**src/hdl/bmp565_pkg.sv**
```systemverilog
// Shared types and constants for the BMP to RGB565 pixel streamer.
package bmp565_pkg;

  localparam logic [15:0] SIG_BM     = 16'h424D;
  localparam logic [7:0]  HDR_LEN_24 = 8'h36;
  localparam logic [7:0]  HDR_LEN_16 = 8'h8A;

  localparam logic [1:0] KIND_WINDOW = 2'd0;
  localparam logic [1:0] KIND_PIXEL  = 2'd1;
  localparam logic [1:0] KIND_ERROR  = 2'd2;

  localparam logic [1:0] ERR_NONE       = 2'd0;
  localparam logic [1:0] ERR_SIGNATURE  = 2'd1;
  localparam logic [1:0] ERR_COMPRESSED = 2'd2;
  localparam logic [1:0] ERR_SIZE       = 2'd3;

  typedef enum logic [1:0] {
    PH_HEADER = 2'd0,
    PH_PIXELS = 2'd1,
    PH_STOP   = 2'd2
  } phase_t;

  typedef struct packed {
    logic [7:0] data_byte;
    logic       first;
  } in_item_t;

  typedef struct packed {
    logic [1:0]  kind;
    logic [15:0] pixel;
    logic [11:0] width_m1;
    logic [11:0] height_m1;
    logic [1:0]  error_code;
    logic        last;
  } out_item_t;

  typedef struct packed {
    logic     valid;
    in_item_t item;
  } stage_t;

  typedef struct packed {
    logic      valid;
    out_item_t item;
  } result_t;

endpackage

```
**src/hdl/bmp565_in_stage.sv**
```systemverilog
// Input register stage holding one accepted file byte.
module bmp565_in_stage (
  input  logic                clk,
  input  logic                rst_n,
  input  logic                in_valid,
  input  bmp565_pkg::in_item_t in_data,
  input  logic                advance_ok,
  output logic                in_ready,
  output bmp565_pkg::stage_t  stage
);
  import bmp565_pkg::*;

  logic     valid_r;
  in_item_t item_r;

  assign in_ready    = !valid_r || advance_ok;
  assign stage.valid = valid_r;
  assign stage.item  = item_r;

  always_ff @(posedge clk) begin
    if (!rst_n) begin
      valid_r <= 1'b0;
    end else if (in_ready) begin
      valid_r <= in_valid;
    end
  end

  always_ff @(posedge clk) begin
    if (in_valid && in_ready) begin
      item_r <= in_data;
    end
  end

endmodule

```
**src/hdl/bmp565_parser.sv**
```systemverilog
// Header parser and pixel packer with its state registers.
module bmp565_parser #(
  parameter int MAX_DIM = 4096
) (
  input  logic                clk,
  input  logic                rst_n,
  input  bmp565_pkg::stage_t  stage,
  input  logic                advance_ok,
  input  logic                pixel_mode,
  output bmp565_pkg::result_t result
);
  import bmp565_pkg::*;

  localparam int          DIM_W   = $clog2(MAX_DIM + 1);
  localparam logic [31:0] MAX_W32 = 32'(MAX_DIM);

  phase_t           phase_r, phase_nxt, phase_cur;
  logic [7:0]       hdr_cnt_r, hdr_cnt_nxt, hdr_cnt_cur;
  logic [15:0]      sig_r, sig_nxt, sig_cur;
  logic [31:0]      width_r, width_nxt, width_cur;
  logic [31:0]      height_r, height_nxt, height_cur;
  logic             comp_r, comp_nxt, comp_cur;
  logic [1:0]       bip_r, bip_nxt, bip_cur;
  logic [15:0]      part_r, part_nxt, part_cur;
  logic [DIM_W-1:0] col_r, col_nxt, col_cur;
  logic [DIM_W-1:0] row_r, row_nxt, row_cur;
  logic [1:0]       pad_r, pad_nxt, pad_cur;

  logic             take;
  logic [7:0]       b;
  logic [7:0]       hdr_len;
  logic [1:0]       lane;
  logic [DIM_W-1:0] col_p1;
  logic [DIM_W-1:0] row_p1;
  logic [15:0]      pix;

  assign take    = stage.valid && advance_ok;
  assign b       = stage.item.data_byte;
  assign hdr_len = pixel_mode ? HDR_LEN_16 : HDR_LEN_24;
  assign lane    = hdr_cnt_cur[1:0] + 2'd2;

  always_comb begin
    if (stage.item.first) begin
      phase_cur   = PH_HEADER;
      hdr_cnt_cur = '0;
      sig_cur     = '0;
      width_cur   = '0;
      height_cur  = '0;
      comp_cur    = 1'b0;
      bip_cur     = '0;
      part_cur    = '0;
      col_cur     = '0;
      row_cur     = '0;
      pad_cur     = '0;
    end else begin
      phase_cur   = phase_r;
      hdr_cnt_cur = hdr_cnt_r;
      sig_cur     = sig_r;
      width_cur   = width_r;
      height_cur  = height_r;
      comp_cur    = comp_r;
      bip_cur     = bip_r;
      part_cur    = part_r;
      col_cur     = col_r;
      row_cur     = row_r;
      pad_cur     = pad_r;
    end
  end

  always_comb begin
    phase_nxt   = phase_cur;
    hdr_cnt_nxt = hdr_cnt_cur;
    sig_nxt     = sig_cur;
    width_nxt   = width_cur;
    height_nxt  = height_cur;
    comp_nxt    = comp_cur;
    bip_nxt     = bip_cur;
    part_nxt    = part_cur;
    col_nxt     = col_cur;
    row_nxt     = row_cur;
    pad_nxt     = pad_cur;
    col_p1      = col_cur + 1'b1;
    row_p1      = row_cur + 1'b1;
    pix         = '0;
    result      = '0;
    case (phase_cur)
      PH_HEADER: begin
        if (hdr_cnt_cur == 8'd0) begin
          sig_nxt = {b, 8'h00};
        end else if (hdr_cnt_cur == 8'd1) begin
          sig_nxt = {sig_cur[15:8], b};
        end else if (hdr_cnt_cur inside {[8'd18:8'd21]}) begin
          width_nxt[{lane, 3'b000} +: 8] = b;
        end else if (hdr_cnt_cur inside {[8'd22:8'd25]}) begin
          height_nxt[{lane, 3'b000} +: 8] = b;
        end else if ((hdr_cnt_cur inside {[8'd30:8'd33]}) && (b != 8'd0)) begin
          comp_nxt = 1'b1;
        end
        hdr_cnt_nxt = hdr_cnt_cur + 8'd1;
        if (hdr_cnt_nxt >= hdr_len) begin
          result.valid = 1'b1;
          if (sig_nxt != SIG_BM) begin
            phase_nxt              = PH_STOP;
            result.item.kind       = KIND_ERROR;
            result.item.error_code = ERR_SIGNATURE;
          end else if (!pixel_mode && comp_nxt) begin
            phase_nxt              = PH_STOP;
            result.item.kind       = KIND_ERROR;
            result.item.error_code = ERR_COMPRESSED;
          end else if (width_nxt == 32'd0 || width_nxt > MAX_W32 ||
                       height_nxt == 32'd0 || height_nxt > MAX_W32) begin
            phase_nxt              = PH_STOP;
            result.item.kind       = KIND_ERROR;
            result.item.error_code = ERR_SIZE;
          end else begin
            phase_nxt             = PH_PIXELS;
            bip_nxt               = '0;
            part_nxt              = '0;
            col_nxt               = '0;
            row_nxt               = '0;
            pad_nxt               = '0;
            result.item.kind      = KIND_WINDOW;
            result.item.width_m1  = 12'(width_nxt - 32'd1);
            result.item.height_m1 = 12'(height_nxt - 32'd1);
          end
        end
      end
      PH_PIXELS: begin
        if (pad_cur != 2'd0) begin
          pad_nxt = pad_cur - 2'd1;
        end else if (bip_cur == 2'd0) begin
          part_nxt = {8'h00, b};
          bip_nxt  = 2'd1;
        end else if (!pixel_mode && bip_cur == 2'd1) begin
          part_nxt = {b, part_cur[7:0]};
          bip_nxt  = 2'd2;
        end else begin
          if (!pixel_mode) begin
            pix = {b[7:3], part_cur[15:10], part_cur[7:3]};
          end else begin
            pix = {b, part_cur[7:0]};
          end
          bip_nxt           = '0;
          part_nxt          = '0;
          result.valid      = 1'b1;
          result.item.kind  = KIND_PIXEL;
          result.item.pixel = pix;
          col_nxt           = col_p1;
          if (col_p1 >= width_cur[DIM_W-1:0]) begin
            col_nxt = '0;
            row_nxt = row_p1;
            if (row_p1 >= height_cur[DIM_W-1:0]) begin
              result.item.last = 1'b1;
              phase_nxt        = PH_STOP;
            end else if (!pixel_mode) begin
              pad_nxt = width_cur[1:0];
            end else begin
              pad_nxt = {width_cur[0], 1'b0};
            end
          end
        end
      end
      default: begin
      end
    endcase
    if (!take) begin
      result.valid = 1'b0;
    end
  end

  always_ff @(posedge clk) begin
    if (!rst_n) begin
      phase_r   <= PH_HEADER;
      hdr_cnt_r <= '0;
      sig_r     <= '0;
      width_r   <= '0;
      height_r  <= '0;
      comp_r    <= 1'b0;
      bip_r     <= '0;
      part_r    <= '0;
      col_r     <= '0;
      row_r     <= '0;
      pad_r     <= '0;
    end else if (take) begin
      phase_r   <= phase_nxt;
      hdr_cnt_r <= hdr_cnt_nxt;
      sig_r     <= sig_nxt;
      width_r   <= width_nxt;
      height_r  <= height_nxt;
      comp_r    <= comp_nxt;
      bip_r     <= bip_nxt;
      part_r    <= part_nxt;
      col_r     <= col_nxt;
      row_r     <= row_nxt;
      pad_r     <= pad_nxt;
    end
  end

endmodule

```
**src/hdl/bmp565_out_stage.sv**
```systemverilog
// Result register stage driving the output channel.
module bmp565_out_stage (
  input  logic                 clk,
  input  logic                 rst_n,
  input  bmp565_pkg::result_t  result,
  input  logic                 out_ready,
  output logic                 advance_ok,
  output logic                 out_valid,
  output bmp565_pkg::out_item_t out_data
);
  import bmp565_pkg::*;

  logic      valid_r;
  out_item_t data_r;

  assign advance_ok = !valid_r || out_ready;
  assign out_valid  = valid_r;
  assign out_data   = data_r;

  always_ff @(posedge clk) begin
    if (!rst_n) begin
      valid_r <= 1'b0;
    end else if (advance_ok) begin
      valid_r <= result.valid;
    end
  end

  always_ff @(posedge clk) begin
    if (advance_ok && result.valid) begin
      data_r <= result.item;
    end
  end

endmodule

```
**src/hdl/bmp_to_rgb565_pixel_streamer_core.sv**
```systemverilog
// Top level of the BMP to RGB565 pixel streamer.
//
// The input channel carries one file byte per transfer, with first marking
// the first byte of a new file. The parser keeps the header, checks it and
// emits one window result or one error result on the last header byte, then
// one pixel result per complete pixel, with last on the final pixel. Padding
// bytes and bytes after an error or after the final pixel give no result.
// The cfg port writes pixel_mode: 0 for a 24-bit source, 1 for 16-bit.
// One byte is taken every cycle while the output is not stalled. A transfer
// that causes a result shows it on the output once the byte moves from the
// input register into the result register; that move waits while the result
// register holds a stalled result.
// Synchronous reset empties both registers, sets pixel_mode to 24-bit and
// returns the parser to the start of a header.
// When the receiver stalls, the result waits in the result register and one
// more byte is accepted into the input register; the input then stalls too.
module bmp_to_rgb565_pixel_streamer_core #(
  parameter int MAX_DIM = 4096
) (
  input  logic                  clk,
  input  logic                  rst_n,
  input  logic                  in_valid,
  output logic                  in_ready,
  input  bmp565_pkg::in_item_t  in_data,
  output logic                  out_valid,
  input  logic                  out_ready,
  output bmp565_pkg::out_item_t out_data,
  input  logic                  cfg_we,
  input  logic                  cfg_wdata
);
  import bmp565_pkg::*;

  logic    pixel_mode_r;
  logic    advance_ok;
  stage_t  stage;
  result_t result;

  always_ff @(posedge clk) begin
    if (!rst_n) begin
      pixel_mode_r <= 1'b0;
    end else if (cfg_we) begin
      pixel_mode_r <= cfg_wdata;
    end
  end

  bmp565_in_stage u_in_stage (
    .clk        (clk),
    .rst_n      (rst_n),
    .in_valid   (in_valid),
    .in_data    (in_data),
    .advance_ok (advance_ok),
    .in_ready   (in_ready),
    .stage      (stage)
  );

  bmp565_parser #(
    .MAX_DIM (MAX_DIM)
  ) u_parser (
    .clk        (clk),
    .rst_n      (rst_n),
    .stage      (stage),
    .advance_ok (advance_ok),
    .pixel_mode (pixel_mode_r),
    .result     (result)
  );

  bmp565_out_stage u_out_stage (
    .clk        (clk),
    .rst_n      (rst_n),
    .result     (result),
    .out_ready  (out_ready),
    .advance_ok (advance_ok),
    .out_valid  (out_valid),
    .out_data   (out_data)
  );

endmodule

```
**config.mk**
```make
export PLATFORM = sky130hd
export DESIGN_NAME = bmp_to_rgb565_pixel_streamer_core
export DESIGN_NICKNAME = d
export VERILOG_FILES = /design/src/hdl/bmp565_pkg.sv /design/src/hdl/bmp565_in_stage.sv /design/src/hdl/bmp565_parser.sv /design/src/hdl/bmp565_out_stage.sv /design/src/hdl/bmp_to_rgb565_pixel_streamer_core.sv
export SDC_FILE = /design/constraint.sdc
export NUM_CORES = 1
export LEC_CHECK = 0
export BUFFER_PORTS_ARGS = -buffer_cell sky130_fd_sc_hd__buf_2
export CAP_MARGIN = 25
export CORE_ASPECT_RATIO = 0.75
export CORE_MARGIN = 2
export CORE_UTILIZATION = 45
export CTS_BUF_LIST = sky130_fd_sc_hd__clkbuf_4
export CTS_CLUSTER_DIAMETER = 60
export DETAILED_ROUTE_END_ITERATION = 10
export HOLD_SLACK_MARGIN = 0.02
export PLACE_DENSITY = 0.6
export SYNTH_ARGS = -nofsm -noshare
export SYNTH_HDL_FRONTEND = slang
export SYNTH_SLANG_ARGS = --single-unit
```
**constraint.sdc**
```tcl
create_clock -name clk -period 12.2 [get_ports clk]
set_clock_uncertainty 0.05 [all_clocks]
set_input_delay 0.61 -clock clk [delete_from_list [all_inputs] [get_ports clk]]
set_output_delay 0.61 -clock clk [all_outputs]
set_load 0.01 [all_outputs]
```
# Word-level counts from Yosys, hierarchy flattened
# Index checks and enable logic that the tools add are counted.
# word_totals
ff_bits,194
out_inout_bits,47
# op_classes
n_mux,106
shift,2
eq_ne,4
addsub,8
n_reduce_logical,29
bitwise_logic,4
n_lt_le_gt_ge,11
# op_table
cell,count
$mux W32,13
$mux W13,18
$mux W16,12
$mux W2,34
$bwmux W32,2
$gt A32 B13 Y1 const B,2
$logic_not A32 Y1,2
$mux W19,3
$pmux W13 S2,2
$mux W8,4
$pmux W16 S2,1
$shift A8 B7 Y32 const A,1
$shiftx A8 B7 Y32,1
$add A13 B1 Y13 const B,2
$ge A13 B13 Y1,2
$ge A8 B5 Y1 const B,3
$sub A12 B1 Y12 const B,2
$le A8 B5 Y1 const B,2
$ne A16 B15 Y1 const B,1
$pmux W2 S2,3
$mux W1,11
$mux W11,1
$reduce_or A5 Y1,2
$logic_and A1 B1 Y1,9
other kinds (20),31

# Depth between registers and ports, before layout
# logic_depth
depth_word,20
ltp_mapped,25
ltp_nobuf,18

# Cells and area by module
# From an unflattened synthesis, not the netlist that was laid out.
# hier_totals
cells_unflattened,1273
area_unflattened_um2,10931.7
# modules_own_cells
module,cells_per_inst,n_inst,seq_area_each_um2,area_per_inst_um2
bmp565_parser,1205,1,2702.6,9151.3
bmp565_out_stage,50,1,1371.3,1408.9
bmp565_in_stage,15,1,290.3,335.3
bmp_to_rgb565_pixel_streamer_core,3,1,20.0,36.3

# Worst setup path before layout
# OpenSTA, ideal clock, no wires.
# synth_path
kind,reg2reg
start,register u_in_stage.item_r (netlist bit u_in_stage.stage[0])
end,register u_out_stage.data_r (netlist bit u_out_stage.out_data[0]) (enable)
required_ns,11.686
path_slack_ns,6.131
synth_period_minus_slack_ns,6.069
path_stages_with_launch,18
path_buffers,7
arrival_ns,5.555
cell_sequence,edfxtp_1 > buf_2 > buf_1 > buf_2 > clkbuf_1 > clkbuf_1 > clkbuf_1 > buf_1 > nor2b_1 > xnor2_1 > ha_1 > o21a_1 > o21a_1 > o21a_1 > o21ai_0 > a21boi_0 > o21ai_0 > a21oi_1
# synth_between
elab_chain_cells,9
elab_cells_between_ends,19
classes_between,add/sub: 1; order compare: 1; eq/ne: 2; mux: 10; reduce/logical: 5
# synth_rtl
element,line_no,source
"start, declared",bmp565_in_stage.sv:14,in_item_t item_r;
"start signal, assigned",bmp565_in_stage.sv:30,item_r <= in_data;
"parallel branches: the longest is 6 deep, another holds $add A8 B1 Y8",-,
$pmux W3 S2 (*),bmp565_parser.sv:86,case (phase_cur)
$mux W1 (*),bmp565_parser.sv:166,if (!take) begin
$logic_and A1 B1 Y1 (*),bmp565_out_stage.sv:29,if (advance_ok && result.valid) begin
"end signal, assigned",bmp565_out_stage.sv:30,data_r <= result.item;
"end, declared",bmp565_out_stage.sv:14,out_item_t data_r;
# Mark *: on every way between the ends.
# A chain may end at the register's enable or synchronous reset.

# Worst setup path after layout
# layout_path
start,register u_in_stage.item_r (netlist bit u_in_stage.stage[0])
end,"register u_out_stage.data_r (netlist bit u_out_stage.out_data[7]), data pin"
# layout_between
elab_chain_cells,14
elab_cells_between_ends,58
classes_between,add/sub: 4; order compare: 9; eq/ne: 2; shift: 2; mux: 26; bitwise: 2; reduce/logical: 13
# layout_rtl
element,line_no,source
$mux W8,bmp565_parser.sv:43,if (stage.item.first) begin
$add A2 B2 Y2,bmp565_parser.sv:40,assign lane = hdr_cnt_cur[1:0] + 2'd2;
$neg A5 Y7,"bmp565_parser.sv:93, bmp565_parser.sv:95",
$shiftx A8 B7 Y32 / $shift A8 B7 Y32 (equally long branches),"bmp565_parser.sv:93, bmp565_parser.sv:95",
"$bwmux W32, on equally long branches","bmp565_parser.sv:93, bmp565_parser.sv:95",
"$mux W32, on equally long branches","bmp565_parser.sv:92, bmp565_parser.sv:94",
"$mux W32, on equally long branches","bmp565_parser.sv:90, bmp565_parser.sv:92",
"$mux W32, on equally long branches","bmp565_parser.sv:88, bmp565_parser.sv:90",
"$mux W32, on equally long branches","bmp565_parser.sv:86, bmp565_parser.sv:88",
"$gt A32 B13 Y1, or another cell as far along",bmp565_parser.sv:110,end else if (width_nxt == 32'd0 || width_nxt > MAX_W32 ||
$logic_or A1 B1 Y1 / $logic_not A32 Y1 (equally long branches),"bmp565_parser.sv:110, bmp565_parser.sv:111",
$logic_or A1 B1 Y1,bmp565_parser.sv:110,
$logic_or A1 B1 Y1,bmp565_parser.sv:111,height_nxt == 32'd0 || height_nxt > MAX_W32) begin
$reduce_or A5 Y1 (no line),-,
# Several ways; a longest one is shown, not always the timed one. The select of a mux whose other input is x is not followed.

==> summary.md <==
| Metric | Value |
|---|---|
| Worst reg-to-reg path cell count | `19` |
| Hpwl dp | `between 20000 and 25000 um` |
| Post-Synthesis Cell Area | `about 11000 um2` |
| Synthesis warning total | `0` |
| Biggest fanout along the worst timing path | `52` |
| Total power divided by cell area | `approximately 100 nW/um2` |
| Combinational fraction of design power | `12.2%` |
| Number of rows in the core area | `49` |
| Die X | `approximately 190 um` |
| Vias per cell | `6.14` |
| Die span in y | `between 100 and 150 um` |
| CTS tree | `done` |
| Biggest area consumer among synthesized cells | `sky130_fd_sc_hd__dfxtp_1` |
| Internal Dissipation | `approximately 850 uW` |
| Flop pwr share | `a little under three fifths` |
| Total congestion overflow after global routing | `0` |
| Worst min-delay path category | `primary input to flip-flop` |
| Cells on Worst Hold Path | `1` |
| Commonest non-fill, non-tap cell in the layout | `sky130_fd_sc_hd__nor2_1` |
| CTS sink count | `192` |
| Static leakage power | `4.38 nW` |
| Critical Path Sink Type | `flip-flop` |
| Sequential area share after synthesis | `39.6%` |
| Place WS | `5.61 ns` |
| First-pass iteration count of the detailed router | `6` |
| Cell at the slowest stage of the critical path | `sky130_fd_sc_hd__or4_1` |
| Average wire length per cell after detail routing | `19.9 um` |
| Root Buffer Master | `sky130_fd_sc_hd__clkbuf_4` |
| Max capacitance violation total | `0` |
| Number of buffers between clock root and the deepest sink | `2` |
| Worst path bufs/invs | `5` |
| Most Frequent Cell on Critical Path | `sky130_fd_sc_hd__inv_1` |
| Depth of the critical timing path with buffers and inverters included | `19` |
| Total setup buffers inserted after CTS | `0` |
| Area added between synthesis and finish | `7.41%` |
| GPL Wtd Cong | `~0.91` |
| Fraction of synthesized cell area taken by the top area cell type | `25.0%` |
| Leading cell types in the layout, fill and taps excluded | `192 x sky130_fd_sc_hd__nor2_1, 139 x sky130_fd_sc_hd__nand2_1, 138 x sky130_fd_sc_hd__dfxtp_1, 86 x sky130_fd_sc_hd__a21oi_1, 62 x sky130_fd_sc_hd__buf_2` |
| Setup-failing EPs final | `0` |
| Final Instance Area | `11900 um2` |
| Core area | `24000 um2` |
| Family with the most delay on the worst path | `simple AND/OR/NAND/NOR gates` |
| Iteration-0 DRC count of the detailed router | `approximately 1200` |
| Number of buffers created by CTS | `17` |
| Fraction of final layout cells sized beyond drive strength 1 | `10.8%` |
| Maximum level of the CTS H-tree | `4` |
| Clock slew at the register clock pins of the worst setup and hold paths | `0.17 ns` |
| Detailed Route WL | `33500 um` |
| Count of flip-flops with a built-in enable after synthesis | `54` |
| Largest net degree at the start of global routing | `80` |
| Switching power as a share of total power | `29.3%` |
| Final routed DRC violation total | `0` |
| Number of hold violations in the final report | `0` |
| Critical path type | `flip-flop to flip-flop` |
| DIE AREA | `25900 um2` |
| Required time of the critical path | `12.61 ns` |
| Stage delay of the slowest cell on the critical path | `0.88 ns` |
| Count of input and output buffers | `a little over 60` |
| # nets final | `1394` |
| Flip-flop and latch count after synthesis | `192` |
| Number of cells produced by synthesis | `1331` |
| Relative contribution of the clock network to total power | `32.4%` |
| Number of unique standard cell types used by synthesis | `77` |
| Run status | `complete, no violations` |
| Io pins | `62` |
| GRT Total Usage | `around a quarter` |
| Post-route setup TNS | `0 ns` |
| Number of hold-repair buffers added at the cts stage | `0` |
| Async set-reset flop share out of synthesis | `0%` |
| Critical Path AT | `7.27 ns` |
| Post-CTS resize count | `0` |
| Post-DRT Antenna Nets | `0` |
| Maximum clock frequency | `0.146 GHz` |
| Setup repair after global routing missed its margin | `no` |
| Number of antenna violations at the first check in global routing | `1` |
| Latest clock arrival within the worst-skew pair | `0.64 ns` |
| Worst relative slew slack | `about a third` |
| Area after DPL | `11600 um2` |
| Period utilization | `56.3%` |
| Worst ir drop on vdd | `slightly below 0.00007 V` |
| Minimum period implied by the final worst setup slack | `6.86 ns` |
| Number of nets in the synthesized netlist | `~1400` |
| Sequence of cells on the critical path | `buf_4 > inv_1 > buf_4 > nand2_1 > ha_1 > or4b_4 > and3_1 > nand2_4 > a31oi_1 > a22o_1 > inv_1 > ha_1 > inv_1 > a221oi_1 > nand3_1 > xor2_1 > nand2_2 > or4_1 > a21oi_1` |
| Sw Pwr | `352 uW` |
| Starting Density | `46.0%` |
| Via count of the first global-routing pass | `roughly 9000` |
| Most area-consuming cells after synthesis | `sky130_fd_sc_hd__dfxtp_1 25%, sky130_fd_sc_hd__edfxtp_1 15%, sky130_fd_sc_hd__nor2_1 6.5%` |
| Final critical-path setup slack | `5.34 ns` |
| Final Max Slew Viols | `0` |
| Dominant synthesized flop cell | `sky130_fd_sc_hd__dfxtp_1` |
| Type of element launching the critical path | `flip-flop` |
| Global-route wire length before repair | `between 50000 and 60000 um` |
| Mean instance size in the synthesized netlist | `between 8 and 9 um2` |
| Total via count in the routed design | `10300` |
| Worst slew pin tran | `1.00 ns` |
## power groups by stage
stage | combinational, mW | sequential (mW) | clock (mW)
5_1_grt | 0.157 | 0.667 | 0.424
3_3_place_gp | 0.143 | 0.680 | 0
4_1_cts | 0.143 | 0.666 | 0.399
2_1_floorplan | 0.0954 | 0.679 | 0
6_report | 0.146 | 0.666 | 0.389
3_5_place_dp | 0.142 | 0.680 | 0
## per-layer routing
metal / share of wire, % / up-vias / GRT usage, %
met5: 0.19 / - / 1.90
met4: 2.1 / 2 / 7.69
met3: 8.1 / 54 / 5.71
met2: 41 / 451 / 36.0
met1: 48 / 4924 / 40.1
li1: - / 4908 / -
## worst reg2reg max path, cell delays in order, from the launching register on
cell	delay (ns)
sky130_fd_sc_hd__edfxtp_1	0.39
sky130_fd_sc_hd__buf_4	0.24
sky130_fd_sc_hd__inv_1	0.09
sky130_fd_sc_hd__buf_4	0.51
sky130_fd_sc_hd__nand2_1	0.31
sky130_fd_sc_hd__ha_1	0.43
sky130_fd_sc_hd__or4b_4	0.61
sky130_fd_sc_hd__and3_1	0.32
sky130_fd_sc_hd__nand2_4	0.19
sky130_fd_sc_hd__a31oi_1	0.23
sky130_fd_sc_hd__a22o_1	0.35
sky130_fd_sc_hd__inv_1	0.08
sky130_fd_sc_hd__ha_1	0.17
sky130_fd_sc_hd__inv_1	0.09
sky130_fd_sc_hd__a221oi_1	0.58
sky130_fd_sc_hd__nand3_1	0.23
sky130_fd_sc_hd__xor2_1	0.46
sky130_fd_sc_hd__nand2_2	0.13
sky130_fd_sc_hd__or4_1	0.88
sky130_fd_sc_hd__a21oi_1	0.34
## synth_stat cells, drive strengths merged (26+ instances only)
cell type	n
nand3	40
a22oi	53
a21oi	88
nor3	38
clkbuf	73
nand2	141
ha	41
a311oi	26
xnor2	30
nor2	193
o21ai	52
edfxtp	54
and3	28
inv	33
a31oi	27
dfxtp	138
## final cells by class
type,count,area (um2)
sequential,192,4380
tap,331,414
clock inverter,14,179
multi-input combinational,1008,6150
clock buffer,18,135
inverter,33,125
antenna,1,2.50
timing repair buffer,86,490
fill,2393,12200
## registers in the layout, summed over array words and instances (netlist names)
signal	cells
pixel_mode_r	1
u_in_stage.stage	9
u_in_stage.valid_r	1
u_out_stage.out_data	45
u_out_stage.out_valid	1
u_parser.bip_r	2
u_parser.col_r	13
u_parser.comp_r	1
u_parser.hdr_cnt_r	8
u_parser.height_r	32
u_parser.pad_r	2
u_parser.part_r	14
u_parser.phase_r	2
u_parser.row_r	13
u_parser.sig_r	16
u_parser.width_r	32
## cells by family (layout without fill, tap and decap cells)
kind of cell	after synthesis	in the layout	share of synthesized area (%)
adders and majority gates	41	41	4.64
buffers and inverters	131	151	5.02
other	0	1	0
muxes	20	20	1.84
AOI/OAI and AO/OA	369	369	22.8
DFF	192	192	39.6
xor gates and xnor gates	41	41	3.25
and+or+nand+nor	537	537	22.8
## through the flow
step | util, % | hold WS, ns | power (mW) | std cells
floorplan | - | 0.378 | 0.774 | 1331
global placement | 48.1 | 0.387 | 0.823 | 1649
detailed placement | 48.1 | 0.397 | 0.822 | 1650
CTS | 49.4 | 0.0434 | 1.21 | 1682
global route | 49.4 | 0.0392 | 1.25 | 1683
finish | 49.4 | 0.0864 | 1.20 | 1683
## final timing paths
kind	startpoint	end	slack (ns)
worst max-delay path	u_in_stage.stage[0]$_DFFE_PP_	u_out_stage.out_data[7]$_SDFFCE_PP0P_	5.34
worst min register to register	u_parser.height_r[15]$_SDFFE_PN0P_	u_parser.height_r[15]$_SDFFE_PN0P_	0.42
worst min-delay path	in_data[3]	u_in_stage.stage[3]$_DFFE_PP_	0.09
worst max register to register	u_in_stage.stage[0]$_DFFE_PP_	u_out_stage.out_data[7]$_SDFFCE_PP0P_	5.34
No activity file was read; power rests on OpenSTA's default activity.
